[src/rtl/jacd_pkg.sv]
// shared constants, codes and controller/datapath structs for the joystick axis conditioner
// no dependencies; every other file imports this package
package jacd_pkg;

    localparam int AXIS_COUNT = 3;
    localparam int AXIS_SLOTS = 3;
    localparam int FRAC_BITS  = 15;

    localparam int RAW_W      = 16;
    localparam int AXIS_W     = 17;
    localparam int BTN_W      = 15;
    localparam int ZONE_W     = 16;
    localparam int AXES_W     = 2;
    localparam int AXIS_IDX_W = AXES_W;
    localparam int CFG_IDX_W  = 2;
    localparam int CFG_DATA_W = 16;

    // magnitude of a normalised or dead-zoned value, up to 1.0
    localparam int MAG_W  = FRAC_BITS + 1;
    // divider operand widths
    localparam int DVS_W  = RAW_W + 1;
    localparam int DVD_W  = (RAW_W > MAG_W) ? RAW_W + FRAC_BITS : MAG_W + FRAC_BITS;
    localparam int CNT_W  = $clog2(DVD_W);

    localparam int ONE           = 1 << FRAC_BITS;
    // zone below 0.999 means zone < ceil(0.999 * one)
    localparam int RESCALE_LIMIT = (999 * ONE + 999) / 1000;

    localparam logic [CFG_IDX_W-1:0] REG_ENABLE = CFG_IDX_W'(0);
    localparam logic [CFG_IDX_W-1:0] REG_AXES   = CFG_IDX_W'(1);
    localparam logic [CFG_IDX_W-1:0] REG_ZONE   = CFG_IDX_W'(2);

    typedef logic signed [RAW_W-1:0] raw_t;
    typedef logic [AXIS_W-1:0]       axis_t;

    typedef struct packed {
        logic                  capture;
        logic                  norm_start;
        logic                  zone;
        logic                  rescale_start;
        logic                  store_plain;
        logic                  store_div;
        logic                  emit;
        logic [AXIS_IDX_W-1:0] axis;
    } dp_cmd_t;

    typedef struct packed {
        logic              enable;
        logic [AXES_W-1:0] axes_in_use;
        logic              rescale;
        logic              div_busy;
        logic              div_done;
        logic              out_free;
    } dp_status_t;

endpackage

[src/rtl/jacd_if.sv]
// valid/ready channel interfaces: sample input, conditioned result, register writes
// depends on jacd_pkg
interface jacd_in_if import jacd_pkg::*; ();
    logic             valid;
    logic             ready;
    raw_t             raw_x;
    raw_t             raw_y;
    raw_t             raw_z;
    logic [BTN_W-1:0] button_bits;

    modport source (output valid, output raw_x, output raw_y, output raw_z,
                    output button_bits, input ready);
    modport sink   (input valid, input raw_x, input raw_y, input raw_z,
                    input button_bits, output ready);
endinterface

interface jacd_out_if import jacd_pkg::*; ();
    logic                    valid;
    logic                    ready;
    logic signed [AXIS_W-1:0] axis_x;
    logic signed [AXIS_W-1:0] axis_y;
    logic signed [AXIS_W-1:0] axis_z;
    logic [BTN_W-1:0]        buttons_out;

    modport source (output valid, output axis_x, output axis_y, output axis_z,
                    output buttons_out, input ready);
    modport sink   (input valid, input axis_x, input axis_y, input axis_z,
                    input buttons_out, output ready);
endinterface

interface jacd_cfg_if import jacd_pkg::*; ();
    logic                  valid;
    logic                  ready;
    logic [CFG_IDX_W-1:0]  index;
    logic [CFG_DATA_W-1:0] data;

    modport source (output valid, output index, output data, input ready);
    modport sink   (input valid, input index, input data, output ready);
endinterface

[src/rtl/joystick_axis_autocal_deadzone.sv]
// joystick axis conditioner: autocalibrating extremes, normalise, dead zone, rescale
// per axis in use: normalise division, dead zone, then a rescale division if the zone is
// below 0.999; other axes are skipped; a new sample is taken after the output register loads
// throughput: one sample at a time; the shared divider runs once or twice per axis in use
// reset (async, active low): enable on, three axes, zone 0, extremes -1 / +1, channels empty
// depends on jacd_pkg, jacd_if, jacd_ctrl, jacd_datapath
module joystick_axis_autocal_deadzone
    import jacd_pkg::*;
(
    input  logic        clk,
    input  logic        rst_n,
    jacd_in_if.sink     sample,
    jacd_out_if.source  result,
    jacd_cfg_if.sink    cfg
);

    dp_cmd_t    cmd;
    dp_status_t status;
    logic       in_ready;
    logic       cfg_ready;
    logic       out_valid;
    axis_t      out_axis_x;
    axis_t      out_axis_y;
    axis_t      out_axis_z;
    logic [BTN_W-1:0] out_buttons;

    jacd_ctrl u_ctrl (
        .clk      (clk),
        .rst_n    (rst_n),
        .in_valid (sample.valid),
        .in_ready (in_ready),
        .status   (status),
        .cmd      (cmd)
    );

    jacd_datapath u_datapath (
        .clk         (clk),
        .rst_n       (rst_n),
        .cmd         (cmd),
        .status      (status),
        .raw_x       (sample.raw_x),
        .raw_y       (sample.raw_y),
        .raw_z       (sample.raw_z),
        .button_bits (sample.button_bits),
        .cfg_valid   (cfg.valid),
        .cfg_ready   (cfg_ready),
        .cfg_index   (cfg.index),
        .cfg_data    (cfg.data),
        .out_valid   (out_valid),
        .out_ready   (result.ready),
        .out_axis_x  (out_axis_x),
        .out_axis_y  (out_axis_y),
        .out_axis_z  (out_axis_z),
        .out_buttons (out_buttons)
    );

    assign sample.ready       = in_ready;
    assign cfg.ready          = cfg_ready;
    assign result.valid       = out_valid;
    assign result.axis_x      = out_axis_x;
    assign result.axis_y      = out_axis_y;
    assign result.axis_z      = out_axis_z;
    assign result.buttons_out = out_buttons;

    // one sample in flight: no back-to-back input transactions
    assert property (@(posedge clk) disable iff (!rst_n)
        (sample.valid && sample.ready) |=> !sample.ready)
        else $error("input taken while a sample is in flight");

    // the shared divider is never restarted mid-division
    assert property (@(posedge clk) disable iff (!rst_n)
        status.div_busy |-> !(cmd.norm_start || cmd.rescale_start))
        else $error("divider restarted while busy");

    // conditioned axes stay within -1.0 .. 1.0
    assert property (@(posedge clk) disable iff (!rst_n)
        result.valid |-> ($signed(result.axis_x) >= -ONE && $signed(result.axis_x) <= ONE
                       && $signed(result.axis_y) >= -ONE && $signed(result.axis_y) <= ONE
                       && $signed(result.axis_z) >= -ONE && $signed(result.axis_z) <= ONE))
        else $error("conditioned axis out of range");

endmodule

[src/rtl/jacd_divider.sv]
// shared unsigned restoring divider, one quotient bit per cycle
// depends on jacd_pkg
module jacd_divider
    import jacd_pkg::*;
(
    input  logic             clk,
    input  logic             rst_n,
    input  logic             start,
    input  logic [DVD_W-1:0] dividend,
    input  logic [DVS_W-1:0] divisor,
    output logic             busy,
    output logic             done,
    output logic [DVD_W-1:0] quotient
);

    logic             busy_reg;
    logic             done_reg;
    logic [CNT_W-1:0] cnt_reg;
    logic [DVS_W-1:0] rem_reg;
    logic [DVD_W-1:0] quo_reg;
    logic [DVS_W-1:0] dvs_reg;

    logic [DVS_W:0]   trial;
    logic [DVS_W:0]   diff;
    logic             fits;

    always_comb
    begin
        trial = {rem_reg, quo_reg[DVD_W-1]};
        diff  = trial - {1'b0, dvs_reg};
        fits  = trial >= {1'b0, dvs_reg};
    end

    always_ff @(posedge clk or negedge rst_n)
    begin
        if (!rst_n)
        begin
            busy_reg <= 1'b0;
            done_reg <= 1'b0;
            cnt_reg  <= '0;
        end
        else
        begin
            done_reg <= 1'b0;
            if (start)
            begin
                busy_reg <= 1'b1;
                cnt_reg  <= CNT_W'(DVD_W - 1);
            end
            else if (busy_reg)
            begin
                if (cnt_reg == '0)
                begin
                    busy_reg <= 1'b0;
                    done_reg <= 1'b1;
                end
                else
                begin
                    cnt_reg <= cnt_reg - 1'b1;
                end
            end
        end
    end

    // dividend shifts out of the top while quotient bits shift in at the bottom
    always_ff @(posedge clk)
    begin
        if (start)
        begin
            rem_reg <= '0;
            quo_reg <= dividend;
            dvs_reg <= divisor;
        end
        else if (busy_reg)
        begin
            rem_reg <= fits ? diff[DVS_W-1:0] : trial[DVS_W-1:0];
            quo_reg <= {quo_reg[DVD_W-2:0], fits};
        end
    end

    assign busy     = busy_reg;
    assign done     = done_reg;
    assign quotient = quo_reg;

endmodule

[src/rtl/jacd_datapath.sv]
// datapath: config registers, running extremes, normalise / dead zone / rescale, result register
// depends on jacd_pkg and jacd_divider
module jacd_datapath
    import jacd_pkg::*;
(
    input  logic                  clk,
    input  logic                  rst_n,
    input  dp_cmd_t               cmd,
    output dp_status_t            status,
    input  raw_t                  raw_x,
    input  raw_t                  raw_y,
    input  raw_t                  raw_z,
    input  logic [BTN_W-1:0]      button_bits,
    input  logic                  cfg_valid,
    output logic                  cfg_ready,
    input  logic [CFG_IDX_W-1:0]  cfg_index,
    input  logic [CFG_DATA_W-1:0] cfg_data,
    output logic                  out_valid,
    input  logic                  out_ready,
    output axis_t                 out_axis_x,
    output axis_t                 out_axis_y,
    output axis_t                 out_axis_z,
    output logic [BTN_W-1:0]      out_buttons
);

    logic              enable_reg;
    logic [AXES_W-1:0] axes_reg;
    logic [ZONE_W-1:0] zone_reg;

    raw_t              raw_reg     [AXIS_SLOTS];
    logic [BTN_W-1:0]  btn_reg;
    raw_t              lowest_reg  [AXIS_SLOTS];
    raw_t              highest_reg [AXIS_SLOTS];
    logic              sign_reg;
    logic [MAG_W-1:0]  vmag_reg;
    logic [MAG_W-1:0]  vmag_next;
    axis_t             res_reg     [AXIS_SLOTS];

    logic              out_valid_reg;
    axis_t             out_x_reg;
    axis_t             out_y_reg;
    axis_t             out_z_reg;
    logic [BTN_W-1:0]  out_btn_reg;

    raw_t              x;
    raw_t              lo_new;
    raw_t              hi_new;
    logic [RAW_W:0]    sum;
    logic [RAW_W:0]    span;
    logic [RAW_W+1:0]  num;
    logic [RAW_W+1:0]  num_abs;
    logic              num_neg;

    logic [DVD_W-1:0]  div_dividend;
    logic [DVS_W-1:0]  div_divisor;
    logic              div_busy;
    logic              div_done;
    logic [DVD_W-1:0]  quotient;

    logic [DVD_W-1:0]  zone_ext;
    logic [DVD_W-1:0]  zone_diff;
    axis_t             plain_mag;
    axis_t             div_mag;
    axis_t             plain_val;
    axis_t             div_val;

    always_comb
    begin
        x       = raw_reg[cmd.axis];
        lo_new  = (x < lowest_reg[cmd.axis])  ? x : lowest_reg[cmd.axis];
        hi_new  = (x > highest_reg[cmd.axis]) ? x : highest_reg[cmd.axis];
        sum     = {lo_new[RAW_W-1], lo_new} + {hi_new[RAW_W-1], hi_new};
        span    = {hi_new[RAW_W-1], hi_new} - {lo_new[RAW_W-1], lo_new};
        // 2x - (max + min), never larger in magnitude than the span
        num     = {x[RAW_W-1], x, 1'b0} - {sum[RAW_W], sum};
        num_neg = num[RAW_W+1];
        num_abs = num_neg ? (~num + 1'b1) : num;

        if (cmd.norm_start)
        begin
            div_dividend = DVD_W'({num_abs[RAW_W-1:0], {FRAC_BITS{1'b0}}});
            div_divisor  = DVS_W'(span);
        end
        else
        begin
            div_dividend = DVD_W'({vmag_reg, {FRAC_BITS{1'b0}}});
            div_divisor  = DVS_W'(ONE) - DVS_W'(zone_reg);
        end

        zone_ext  = DVD_W'(zone_reg);
        zone_diff = quotient - zone_ext;
        vmag_next = (quotient <= zone_ext) ? '0 : zone_diff[MAG_W-1:0];

        plain_mag = AXIS_W'(vmag_reg);
        div_mag   = AXIS_W'(quotient);
        plain_val = sign_reg ? (~plain_mag + 1'b1) : plain_mag;
        div_val   = sign_reg ? (~div_mag + 1'b1) : div_mag;
    end

    jacd_divider u_divider (
        .clk      (clk),
        .rst_n    (rst_n),
        .start    (cmd.norm_start | cmd.rescale_start),
        .dividend (div_dividend),
        .divisor  (div_divisor),
        .busy     (div_busy),
        .done     (div_done),
        .quotient (quotient)
    );

    // configuration and running extremes
    always_ff @(posedge clk or negedge rst_n)
    begin
        if (!rst_n)
        begin
            enable_reg <= 1'b1;
            axes_reg   <= AXES_W'(3);
            zone_reg   <= '0;
            for (int i = 0; i < AXIS_SLOTS; i++)
            begin
                lowest_reg[i]  <= '1;
                highest_reg[i] <= RAW_W'(1);
            end
        end
        else
        begin
            if (cfg_valid)
            begin
                case (cfg_index)
                    REG_ENABLE: enable_reg <= cfg_data[0];
                    REG_AXES:   axes_reg   <= cfg_data[AXES_W-1:0];
                    REG_ZONE:   zone_reg   <= cfg_data[ZONE_W-1:0];
                    default:    ;
                endcase
            end
            if (cmd.norm_start)
            begin
                lowest_reg[cmd.axis]  <= lo_new;
                highest_reg[cmd.axis] <= hi_new;
            end
        end
    end

    // working registers of the item in flight
    always_ff @(posedge clk)
    begin
        if (cmd.capture)
        begin
            raw_reg[0] <= raw_x;
            raw_reg[1] <= raw_y;
            raw_reg[2] <= raw_z;
            btn_reg    <= button_bits;
            for (int i = 0; i < AXIS_SLOTS; i++)
            begin
                res_reg[i] <= '0;
            end
        end
        if (cmd.norm_start)
        begin
            sign_reg <= num_neg;
        end
        if (cmd.zone)
        begin
            vmag_reg <= vmag_next;
        end
        if (cmd.store_plain)
        begin
            res_reg[cmd.axis] <= plain_val;
        end
        if (cmd.store_div)
        begin
            res_reg[cmd.axis] <= div_val;
        end
    end

    // result register, free to load again once its transaction completes
    always_ff @(posedge clk or negedge rst_n)
    begin
        if (!rst_n)
        begin
            out_valid_reg <= 1'b0;
        end
        else if (cmd.emit)
        begin
            out_valid_reg <= 1'b1;
        end
        else if (out_ready)
        begin
            out_valid_reg <= 1'b0;
        end
    end

    always_ff @(posedge clk)
    begin
        if (cmd.emit)
        begin
            out_x_reg   <= res_reg[0];
            out_y_reg   <= res_reg[1];
            out_z_reg   <= res_reg[2];
            out_btn_reg <= enable_reg ? btn_reg : '0;
        end
    end

    assign cfg_ready   = 1'b1;
    assign out_valid   = out_valid_reg;
    assign out_axis_x  = out_x_reg;
    assign out_axis_y  = out_y_reg;
    assign out_axis_z  = out_z_reg;
    assign out_buttons = out_btn_reg;

    assign status.enable      = enable_reg;
    assign status.axes_in_use = axes_reg;
    assign status.rescale     = zone_reg < ZONE_W'(RESCALE_LIMIT);
    assign status.div_busy    = div_busy;
    assign status.div_done    = div_done;
    assign status.out_free    = !out_valid_reg || out_ready;

endmodule

[src/rtl/jacd_ctrl.sv]
// controller: walks the axes of one sample and sequences the shared divider
// depends on jacd_pkg
module jacd_ctrl
    import jacd_pkg::*;
(
    input  logic       clk,
    input  logic       rst_n,
    input  logic       in_valid,
    output logic       in_ready,
    input  dp_status_t status,
    output dp_cmd_t    cmd
);

    localparam logic [2:0] S_IDLE = 3'd0;
    localparam logic [2:0] S_NORM = 3'd1;
    localparam logic [2:0] S_DIV1 = 3'd2;
    localparam logic [2:0] S_ZONE = 3'd3;
    localparam logic [2:0] S_DIV2 = 3'd4;
    localparam logic [2:0] S_EMIT = 3'd5;

    logic [2:0]            state_reg;
    logic [2:0]            state_next;
    logic [AXIS_IDX_W-1:0] axis_reg;
    logic [AXIS_IDX_W-1:0] axis_next;
    logic                  last_axis;
    logic                  in_use;
    logic [2:0]            after_axis;

    always_comb
    begin
        last_axis  = axis_reg == AXIS_IDX_W'(AXIS_COUNT - 1);
        in_use     = status.enable && (axis_reg < status.axes_in_use);
        after_axis = last_axis ? S_EMIT : S_NORM;

        cmd        = '0;
        cmd.axis   = axis_reg;
        state_next = state_reg;
        axis_next  = axis_reg;

        case (state_reg)
            S_IDLE:
            begin
                if (in_valid)
                begin
                    cmd.capture = 1'b1;
                    axis_next   = '0;
                    state_next  = S_NORM;
                end
            end
            S_NORM:
            begin
                if (in_use)
                begin
                    cmd.norm_start = 1'b1;
                    state_next     = S_DIV1;
                end
                else
                begin
                    state_next = after_axis;
                    if (!last_axis)
                    begin
                        axis_next = axis_reg + 1'b1;
                    end
                end
            end
            S_DIV1:
            begin
                if (status.div_done)
                begin
                    cmd.zone   = 1'b1;
                    state_next = S_ZONE;
                end
            end
            S_ZONE:
            begin
                if (status.rescale)
                begin
                    cmd.rescale_start = 1'b1;
                    state_next        = S_DIV2;
                end
                else
                begin
                    cmd.store_plain = 1'b1;
                    state_next      = after_axis;
                    if (!last_axis)
                    begin
                        axis_next = axis_reg + 1'b1;
                    end
                end
            end
            S_DIV2:
            begin
                if (status.div_done)
                begin
                    cmd.store_div = 1'b1;
                    state_next    = after_axis;
                    if (!last_axis)
                    begin
                        axis_next = axis_reg + 1'b1;
                    end
                end
            end
            S_EMIT:
            begin
                if (status.out_free)
                begin
                    cmd.emit   = 1'b1;
                    state_next = S_IDLE;
                end
            end
            default:
            begin
                state_next = S_IDLE;
            end
        endcase
    end

    always_ff @(posedge clk or negedge rst_n)
    begin
        if (!rst_n)
        begin
            state_reg <= S_IDLE;
            axis_reg  <= '0;
        end
        else
        begin
            state_reg <= state_next;
            axis_reg  <= axis_next;
        end
    end

    assign in_ready = state_reg == S_IDLE;

endmodule

[src/flat_wrapper.sv]
// flat-port wrapper written by rule: the top's interface ports become plain ports
module joystick_axis_autocal_deadzone_flat import jacd_pkg::*;
  (clk, rst_n, sample_valid, sample_raw_x, sample_raw_y, sample_raw_z, sample_button_bits, sample_ready, result_valid, result_axis_x, result_axis_y, result_axis_z, result_buttons_out, result_ready, cfg_valid, cfg_index, cfg_data, cfg_ready);
  jacd_in_if sample_i ();
  jacd_out_if result_i ();
  jacd_cfg_if cfg_i ();
  input  logic clk;
  input  logic rst_n;
  input wire logic [$bits(sample_i.valid)-1:0] sample_valid;
  input wire logic [$bits(sample_i.raw_x)-1:0] sample_raw_x;
  input wire logic [$bits(sample_i.raw_y)-1:0] sample_raw_y;
  input wire logic [$bits(sample_i.raw_z)-1:0] sample_raw_z;
  input wire logic [$bits(sample_i.button_bits)-1:0] sample_button_bits;
  output wire logic [$bits(sample_i.ready)-1:0] sample_ready;
  output wire logic [$bits(result_i.valid)-1:0] result_valid;
  output wire logic [$bits(result_i.axis_x)-1:0] result_axis_x;
  output wire logic [$bits(result_i.axis_y)-1:0] result_axis_y;
  output wire logic [$bits(result_i.axis_z)-1:0] result_axis_z;
  output wire logic [$bits(result_i.buttons_out)-1:0] result_buttons_out;
  input wire logic [$bits(result_i.ready)-1:0] result_ready;
  input wire logic [$bits(cfg_i.valid)-1:0] cfg_valid;
  input wire logic [$bits(cfg_i.index)-1:0] cfg_index;
  input wire logic [$bits(cfg_i.data)-1:0] cfg_data;
  output wire logic [$bits(cfg_i.ready)-1:0] cfg_ready;
  assign sample_i.valid = sample_valid;
  assign sample_i.raw_x = sample_raw_x;
  assign sample_i.raw_y = sample_raw_y;
  assign sample_i.raw_z = sample_raw_z;
  assign sample_i.button_bits = sample_button_bits;
  assign sample_ready = sample_i.ready;
  assign result_valid = result_i.valid;
  assign result_axis_x = result_i.axis_x;
  assign result_axis_y = result_i.axis_y;
  assign result_axis_z = result_i.axis_z;
  assign result_buttons_out = result_i.buttons_out;
  assign result_i.ready = result_ready;
  assign cfg_i.valid = cfg_valid;
  assign cfg_i.index = cfg_index;
  assign cfg_i.data = cfg_data;
  assign cfg_ready = cfg_i.ready;
  joystick_axis_autocal_deadzone u_core (.clk(clk), .rst_n(rst_n), .sample(sample_i), .result(result_i), .cfg(cfg_i));
endmodule
[config.mk]
export PLATFORM = sky130hd
export DESIGN_NAME = joystick_axis_autocal_deadzone_flat
export DESIGN_NICKNAME = d
export VERILOG_FILES = /design/src/rtl/jacd_pkg.sv /design/src/rtl/jacd_if.sv /design/src/rtl/joystick_axis_autocal_deadzone.sv /design/src/rtl/jacd_divider.sv /design/src/rtl/jacd_datapath.sv /design/src/rtl/jacd_ctrl.sv /design/src/flat_wrapper.sv
export SDC_FILE = /design/constraint.sdc
export NUM_CORES = 1
export LEC_CHECK = 0
export BUFFER_PORTS_ARGS = -buffer_cell sky130_fd_sc_hd__buf_2
export CORE_MARGIN = 2
export CORE_UTILIZATION = 35
export DETAILED_ROUTE_END_ITERATION = 10
export SETUP_SLACK_MARGIN = 0.05
export SLEW_MARGIN = 10
export SYNTH_ARGS = -nofsm -noshare
export SYNTH_HDL_FRONTEND = slang
export SYNTH_SLANG_ARGS = --single-unit
[constraint.sdc]
create_clock -name clk -period 9.7 [get_ports clk]
set_clock_uncertainty 0.05 [all_clocks]
set_input_delay 1.94 -clock clk [delete_from_list [all_inputs] [get_ports clk]]
set_output_delay 1.94 -clock clk [all_outputs]
set_load 0.02 [all_outputs]
Yosys cells after proc, flatten, opt, wreduce, memory -nomap -nowiden
Memories as Yosys holds them, arrays and structs flattened. A register that Yosys moved wholly into a read port is not among the register bits.
Index checks and enable logic that the tools add are counted.
W data, S select, Z words.
Storage, ports and cells
  register bits after elaboration: 240
  RAM bits: 99
  output and inout bits: 69
  logic and storage cells: 148
  memories: 2
Memories
  u_core.u_datapath.res_reg: words 3, bits a word 17, read ports 3, clocked after Yosys merged registers in 3, wr ports 3, line jacd_datapath.sv:37  | axis_t res_reg [AXIS_SLOTS];
  u_core.u_datapath.raw_reg: words 3, bits a word 16, read ports 1, clocked after Yosys merged registers in 0, wr ports 3, line jacd_datapath.sv:30  | raw_t raw_reg [AXIS_SLOTS];
Cells by class
  add/sub/neg operators: 11
  order comparisons: 8
  eq/ne operators: 15
  muxes and demuxes: 67
  bitwise operators: 6
  reductions and logical operators: 17
Operators by type and width (count)
  $mux W16: 8
  $mux W17: 6
  $bwmux W48: 2
  $mux W31: 3
  $bmux W16 S2: 2
  $add A17 B1 Y17 const B: 2
  $demux W16 S2: 1
  $le A31 B16 Y1: 1
  $mux W1: 26
  $mux W3: 7
  $ge A18 B17 Y1: 1
  $pmux W3 S6: 1
  $sub A17 B17 Y18: 1
  $add A16 B16 Y17: 1
  $not A16 Y17: 1
  $not A17 Y17: 1
  $reduce_or A17 Y1: 1
  $sub A16 B16 Y17: 1
  $sub A16 B16 Y17 const A: 1
  $sub A17 B17 Y17: 1
  $add A16 B1 Y16 const B: 1
  $gt A16 B16 Y1: 1
  $lt A16 B15 Y1 const B: 1
  $lt A16 B16 Y1: 1
  other kinds (30): 52

Depth between registers and ports, before layout
  depth after elaboration: 13
  depth in mapped cells: 29

Modules after synthesis
From an unflattened synthesis, not the netlist that was laid out.
Second synthesis, totals
  cells, all modules: 1995
  area total of the unflattened synthesis: 21486.9 µm²
By module, submodules not included
  jacd_datapath: instances 1, cells each 1594, area each 17097.6 µm², seq. area each 8886.0 µm²
  jacd_divider: instances 1, cells each 347, area each 3908.7 µm², seq. area each 1956.9 µm²
  jacd_ctrl: instances 1, cells each 54, area each 480.5 µm², seq. area each 125.1 µm²

Least setup slack after synthesis
Ideal clock, no wire load.
  path type: flip-flop to flip-flop
  start point: register u_core.u_ctrl.axis_reg[1]
  end point: register u_core.u_datapath.u_divider.quo_reg[29] (netlist: u_core.u_datapath.u_divider.quotient[29]), data pin
  arrival time: 6.619 ns
  setup slack: 2.761 ns
  cell stages (with the launch flop): 27
  period minus slack after synthesis: 6.939 ns
  path through: dfrtp_1 -> buf_6 -> clkbuf_1 -> clkbuf_1 -> a21oi_1 -> inv_1 -> ha_1 -> nor2b_1 -> o21a_1 -> o21a_1 -> o21a_1 -> o21ai_0 -> a21oi_1 -> o21ai_1 -> buf_2 -> mux2i_1 -> fa_1 -> ha_1 -> and3b_1 -> a221o_1 -> a311o_1 -> a211oi_2 -> nor4b_4 -> nand4b_1 -> o21ai_1 -> xor2_1 -> a21oi_1
Between the ends
  longest elaborated chain between the ends: 13
  elaborated cells between the ends (all ways): 24
RTL lines
  from (decl): line jacd_ctrl.sv:23  | logic [AXIS_IDX_W-1:0] axis_reg;
  from (signal assigned): line jacd_ctrl.sv:128  | axis_reg <= axis_next;
  $not A2 Y3 (implied by the code): line jacd_datapath.sv:70, jacd_datapath.sv:71
  $bmux W16 S2 (on tied branches): line jacd_datapath.sv:70, jacd_datapath.sv:71
  $mux W16 (on tied branches) (2 in series): line jacd_datapath.sv:70, jacd_datapath.sv:71
  $lt A16 B16 Y1 / $gt A16 B16 Y1 (equally long branches): line jacd_datapath.sv:70, jacd_datapath.sv:71
  $mux W16 (on tied branches): line jacd_datapath.sv:70, jacd_datapath.sv:71
  $add A16 B16 Y17: line jacd_datapath.sv:72  | sum = {lo_new[RAW_W-1], lo_new} + {hi_new[RAW_W-1], hi_new};
  $sub A17 B17 Y18: line jacd_datapath.sv:75  | num = {x[RAW_W-1], x, 1'b0} - {sum[RAW_W], sum};
  $not A16 Y16: line jacd_datapath.sv:77  | num_abs = num_neg ? (~num + 1'b1) : num;
  $add A16 B1 Y16: line jacd_datapath.sv:77
  $mux W16: line jacd_datapath.sv:77
  $mux W31: line jacd_datapath.sv:79  | if (cmd.norm_start)
  $mux W31 (*): line jacd_divider.sv:68  | if (start)
  to (signal assigned): line jacd_divider.sv:71  | quo_reg <= dividend;
  to (signal assigned): line jacd_divider.sv:77  | quo_reg <= {quo_reg[DVD_W-2:0], fits};
  to (decl): line jacd_divider.sv:20  | logic [DVD_W-1:0] quo_reg;
Every way passes the cells marked *; elsewhere a longest branch is shown, timed or not. The select of a mux whose other input is x is not followed.
A chain may end at the register's enable or synchronous reset.

Worst setup path in the final report
  start point: register u_core.u_ctrl.axis_reg[1]
  end point: register u_core.u_datapath.u_divider.quo_reg[28] (netlist: u_core.u_datapath.u_divider.quotient[28]), data pin
Same word-level chain as after synthesis.

==> qor.yml <==
status: "complete, no violations"
vias: 15000
viasPerCell: 5.05
slowest_stage: "dfrtp_2"
ys.flop_type: "edfxtp_1"
rows: 90
post-route-period-util_pct: 83.4
ys_warn_count: 0
path_class: "flip-flop to flip-flop"
synthArstFlopShare_pct: 32.8
io_buffers: 153
ys_top_cells_by_count: "245 x edfxtp_1, 219 x nand2_1, 174 x o21ai_0"
setup_violations: 0
cts_root_buffer: "clkbuf_16"
grt_pass1_vias: 15100
cts_max_path_buffers: 3
area_delta_synth_final_pct: 14.8
cts_tree: "yes"
wl_met3_um: 2050
coreArea_mm2: 0.0602
min_path_type: "flip-flop to flip-flop"
start_kind: "flip-flop"
synth_seq_cells: 390
synth-edff-count: 245
drt-initial-drc-count: 891
hold_viol_final: 0
routed_wl_um: 51500
clock_latency_ps: 600
drive_gt1_share_pct: 16.6
routedWlPerCell_um: 17.4
overflow: 0
ant_nets: 0
synth.avg_cell_area_um2: 10.6
nets: 2371
hold_slack_ps: 364
m1WireLength_um: 22400
yosysMostFrequentCell: "edfxtp_1"
cts_buffers: 44
clk_pin_slew_worst_paths_ps: 60
grtUsageTotal_pct: 16.4
slew_headroom_pct: 24.2
synth-seq-area-share_pct: 51.5
syn_inst: 2003
antenna_cells: 0
ios: 155
clock-sinks: 390
synth_nets: 2230
place.gp.congestion: 0.895
firstDrtPassIters: 5
fmax_ghz: 0.124
finalMaxSlewViolations: 0
cpPeakStageDelay_ps: 930
die_w_um: 251
synth_top_area_share_pct: 34.5
synthTopCellsByArea: "edfxtp_1 35%, dfrtp_1 8.7%, ha_1 7.2%"
cp.arrival_ps: 8350
drcViolationCount: 0
largest_reg_flops: 51
top_layer_used: "met4"
worst_ep_required_time_ps: 9970
path_buf_inv: 1
grt_pass1_wl_um: 81900
met2_length_um: 25000
crit_path_end_kind: "flip-flop"
die_area_mm2: 0.0628
r2r_slack_ps: 1610
yosysTopAreaCell: "edfxtp_1"
setup_tns_ps: 0
path_cells: "buf_4 > o21ai_0 > ha_1 > nand4_1 > or3_1 > a21o_1 > a41oi_4 > mux2i_1 > fa_1 > ha_1 > a2111oi_0 > o21ai_1 > a311oi_1 > xnor2_1 > a211oi_2 > nand3_2 > o21ai_1 > xor2_1 > a21oi_1"
rsz0062_at_grt: "false"
ctsResizeCount: 0
fillers: 5783
fin_util_pct: 40.6
grt_start_max_net_pins: 77
cp_top_family: "compound AO/OA/AOI/OAI gates"
place_ws_ps: 1680
tightest_slew_ps: 1130
htreeDepth: 2
die_h_um: 251
worst_slack_ps: 1610
cts_setup_buffers: 0
max_cap_viol_count: 0
antenna_found_initial: 0
dpl.hpwl_um: 37700
initial_core_util_pct: 35.4
ctsHoldBuffers: 0
netlist-cell-type-count: 82
synth_area_mm2: 0.0213
fin_crit_ps: 8090
crit_fanout: 40
==> per-stage QoR <==
step	instance area, um2	std cells
6_report	24400	2961
5_1_grt	24400	2961
4_1_cts	24400	2961
3_5_place_dp	22900	2880
3_3_place_gp	22900	2880
2_1_floorplan	21300	2003
==> final cells by class <==
cell class                      count  area (um2)  share of cell area, %
Sequential cell                   390       11000                   44.9
Clock buffer                       59        1270                   5.22
Inverter                          117         439                   1.80
Clock inverter                     22         254                   1.04
Tap cell                          782         978                   4.00
Timing Repair Buffer              175         933                   3.82
Multi-Input combinational cell   1416        9590                   39.2
==> path summary, 6_finish.rpt <==
| path | start | endpoint | depth (start not counted) |
|---|---|---|---|
| max in group asynchronous | rst_n | u_core.u_datapath.highest_reg[22] | 2 |
| min in group asynchronous | rst_n | u_core.u_datapath.highest_reg[42] | 1 |
| worst max register to register | u_core.u_ctrl.axis_reg[1] | u_core.u_datapath.u_divider.quotient[28] | 19 |
| worst max-delay path | u_core.u_ctrl.axis_reg[1] | u_core.u_datapath.u_divider.quotient[28] | 19 |
| worst min register to register | u_core.u_datapath.res_reg[0][1] | result_axis_x[1] | 0 |
| worst min-delay path | u_core.u_datapath.res_reg[0][1] | result_axis_x[1] | 0 |
==> worst register-to-register path, cell delays in order (launching register included) <==
cell	delay, ps
dfrtp_2	930
buf_4	550
o21ai_0	550
ha_1	500
nand4_1	120
or3_1	320
a21o_1	180
a41oi_4	740
mux2i_1	640
fa_1	510
ha_1	390
a2111oi_0	590
o21ai_1	200
a311oi_1	460
xnor2_1	210
a211oi_2	310
nand3_2	140
o21ai_1	180
xor2_1	170
a21oi_1	80
==> routing by layer <==
| metal | vias to the layer above | global-route usage (%) |
|---|---|---|
| met3 | 85 | 2.76 |
| met5 | - | 0 |
| met2 | 310 | 28.2 |
| met4 | 0 | 7.05 |
| met1 | 7197 | 20.2 |
| li1 | 7374 | - |
==> logic make-up after synthesis <==
family / count (synthesis) / synth area share, %
xor+xnor: 106 / 4.39
fa+ha+maj: 141 / 8.95
other cells: 1 / 0.0176
simple gates: 586 / 12.7
flops: 390 / 51.5
mux: 123 / 6.01
compound gates: 459 / 12.8
buf+inv: 197 / 3.58
==> cell usage in the layout (no fill, tap or decap), types with 25 or more instances in the layout <==
master,n
edfxtp_1,245
nand2_1,217
o21ai_0,174
nor2_1,167
buf_2,152
ha_1,122
inv_1,115
a21oi_1,99
mux2i_1,96
xnor2_1,74
dfrtp_1,72
dfstp_2,54
clkbuf_16,47
o21ai_1,46
a21o_1,44
and2_1,33
xor2_1,31
mux2_2,25
Power is not shown: default switching activity piles up to over one toggle a cycle in this logic, so the estimate is an artifact.
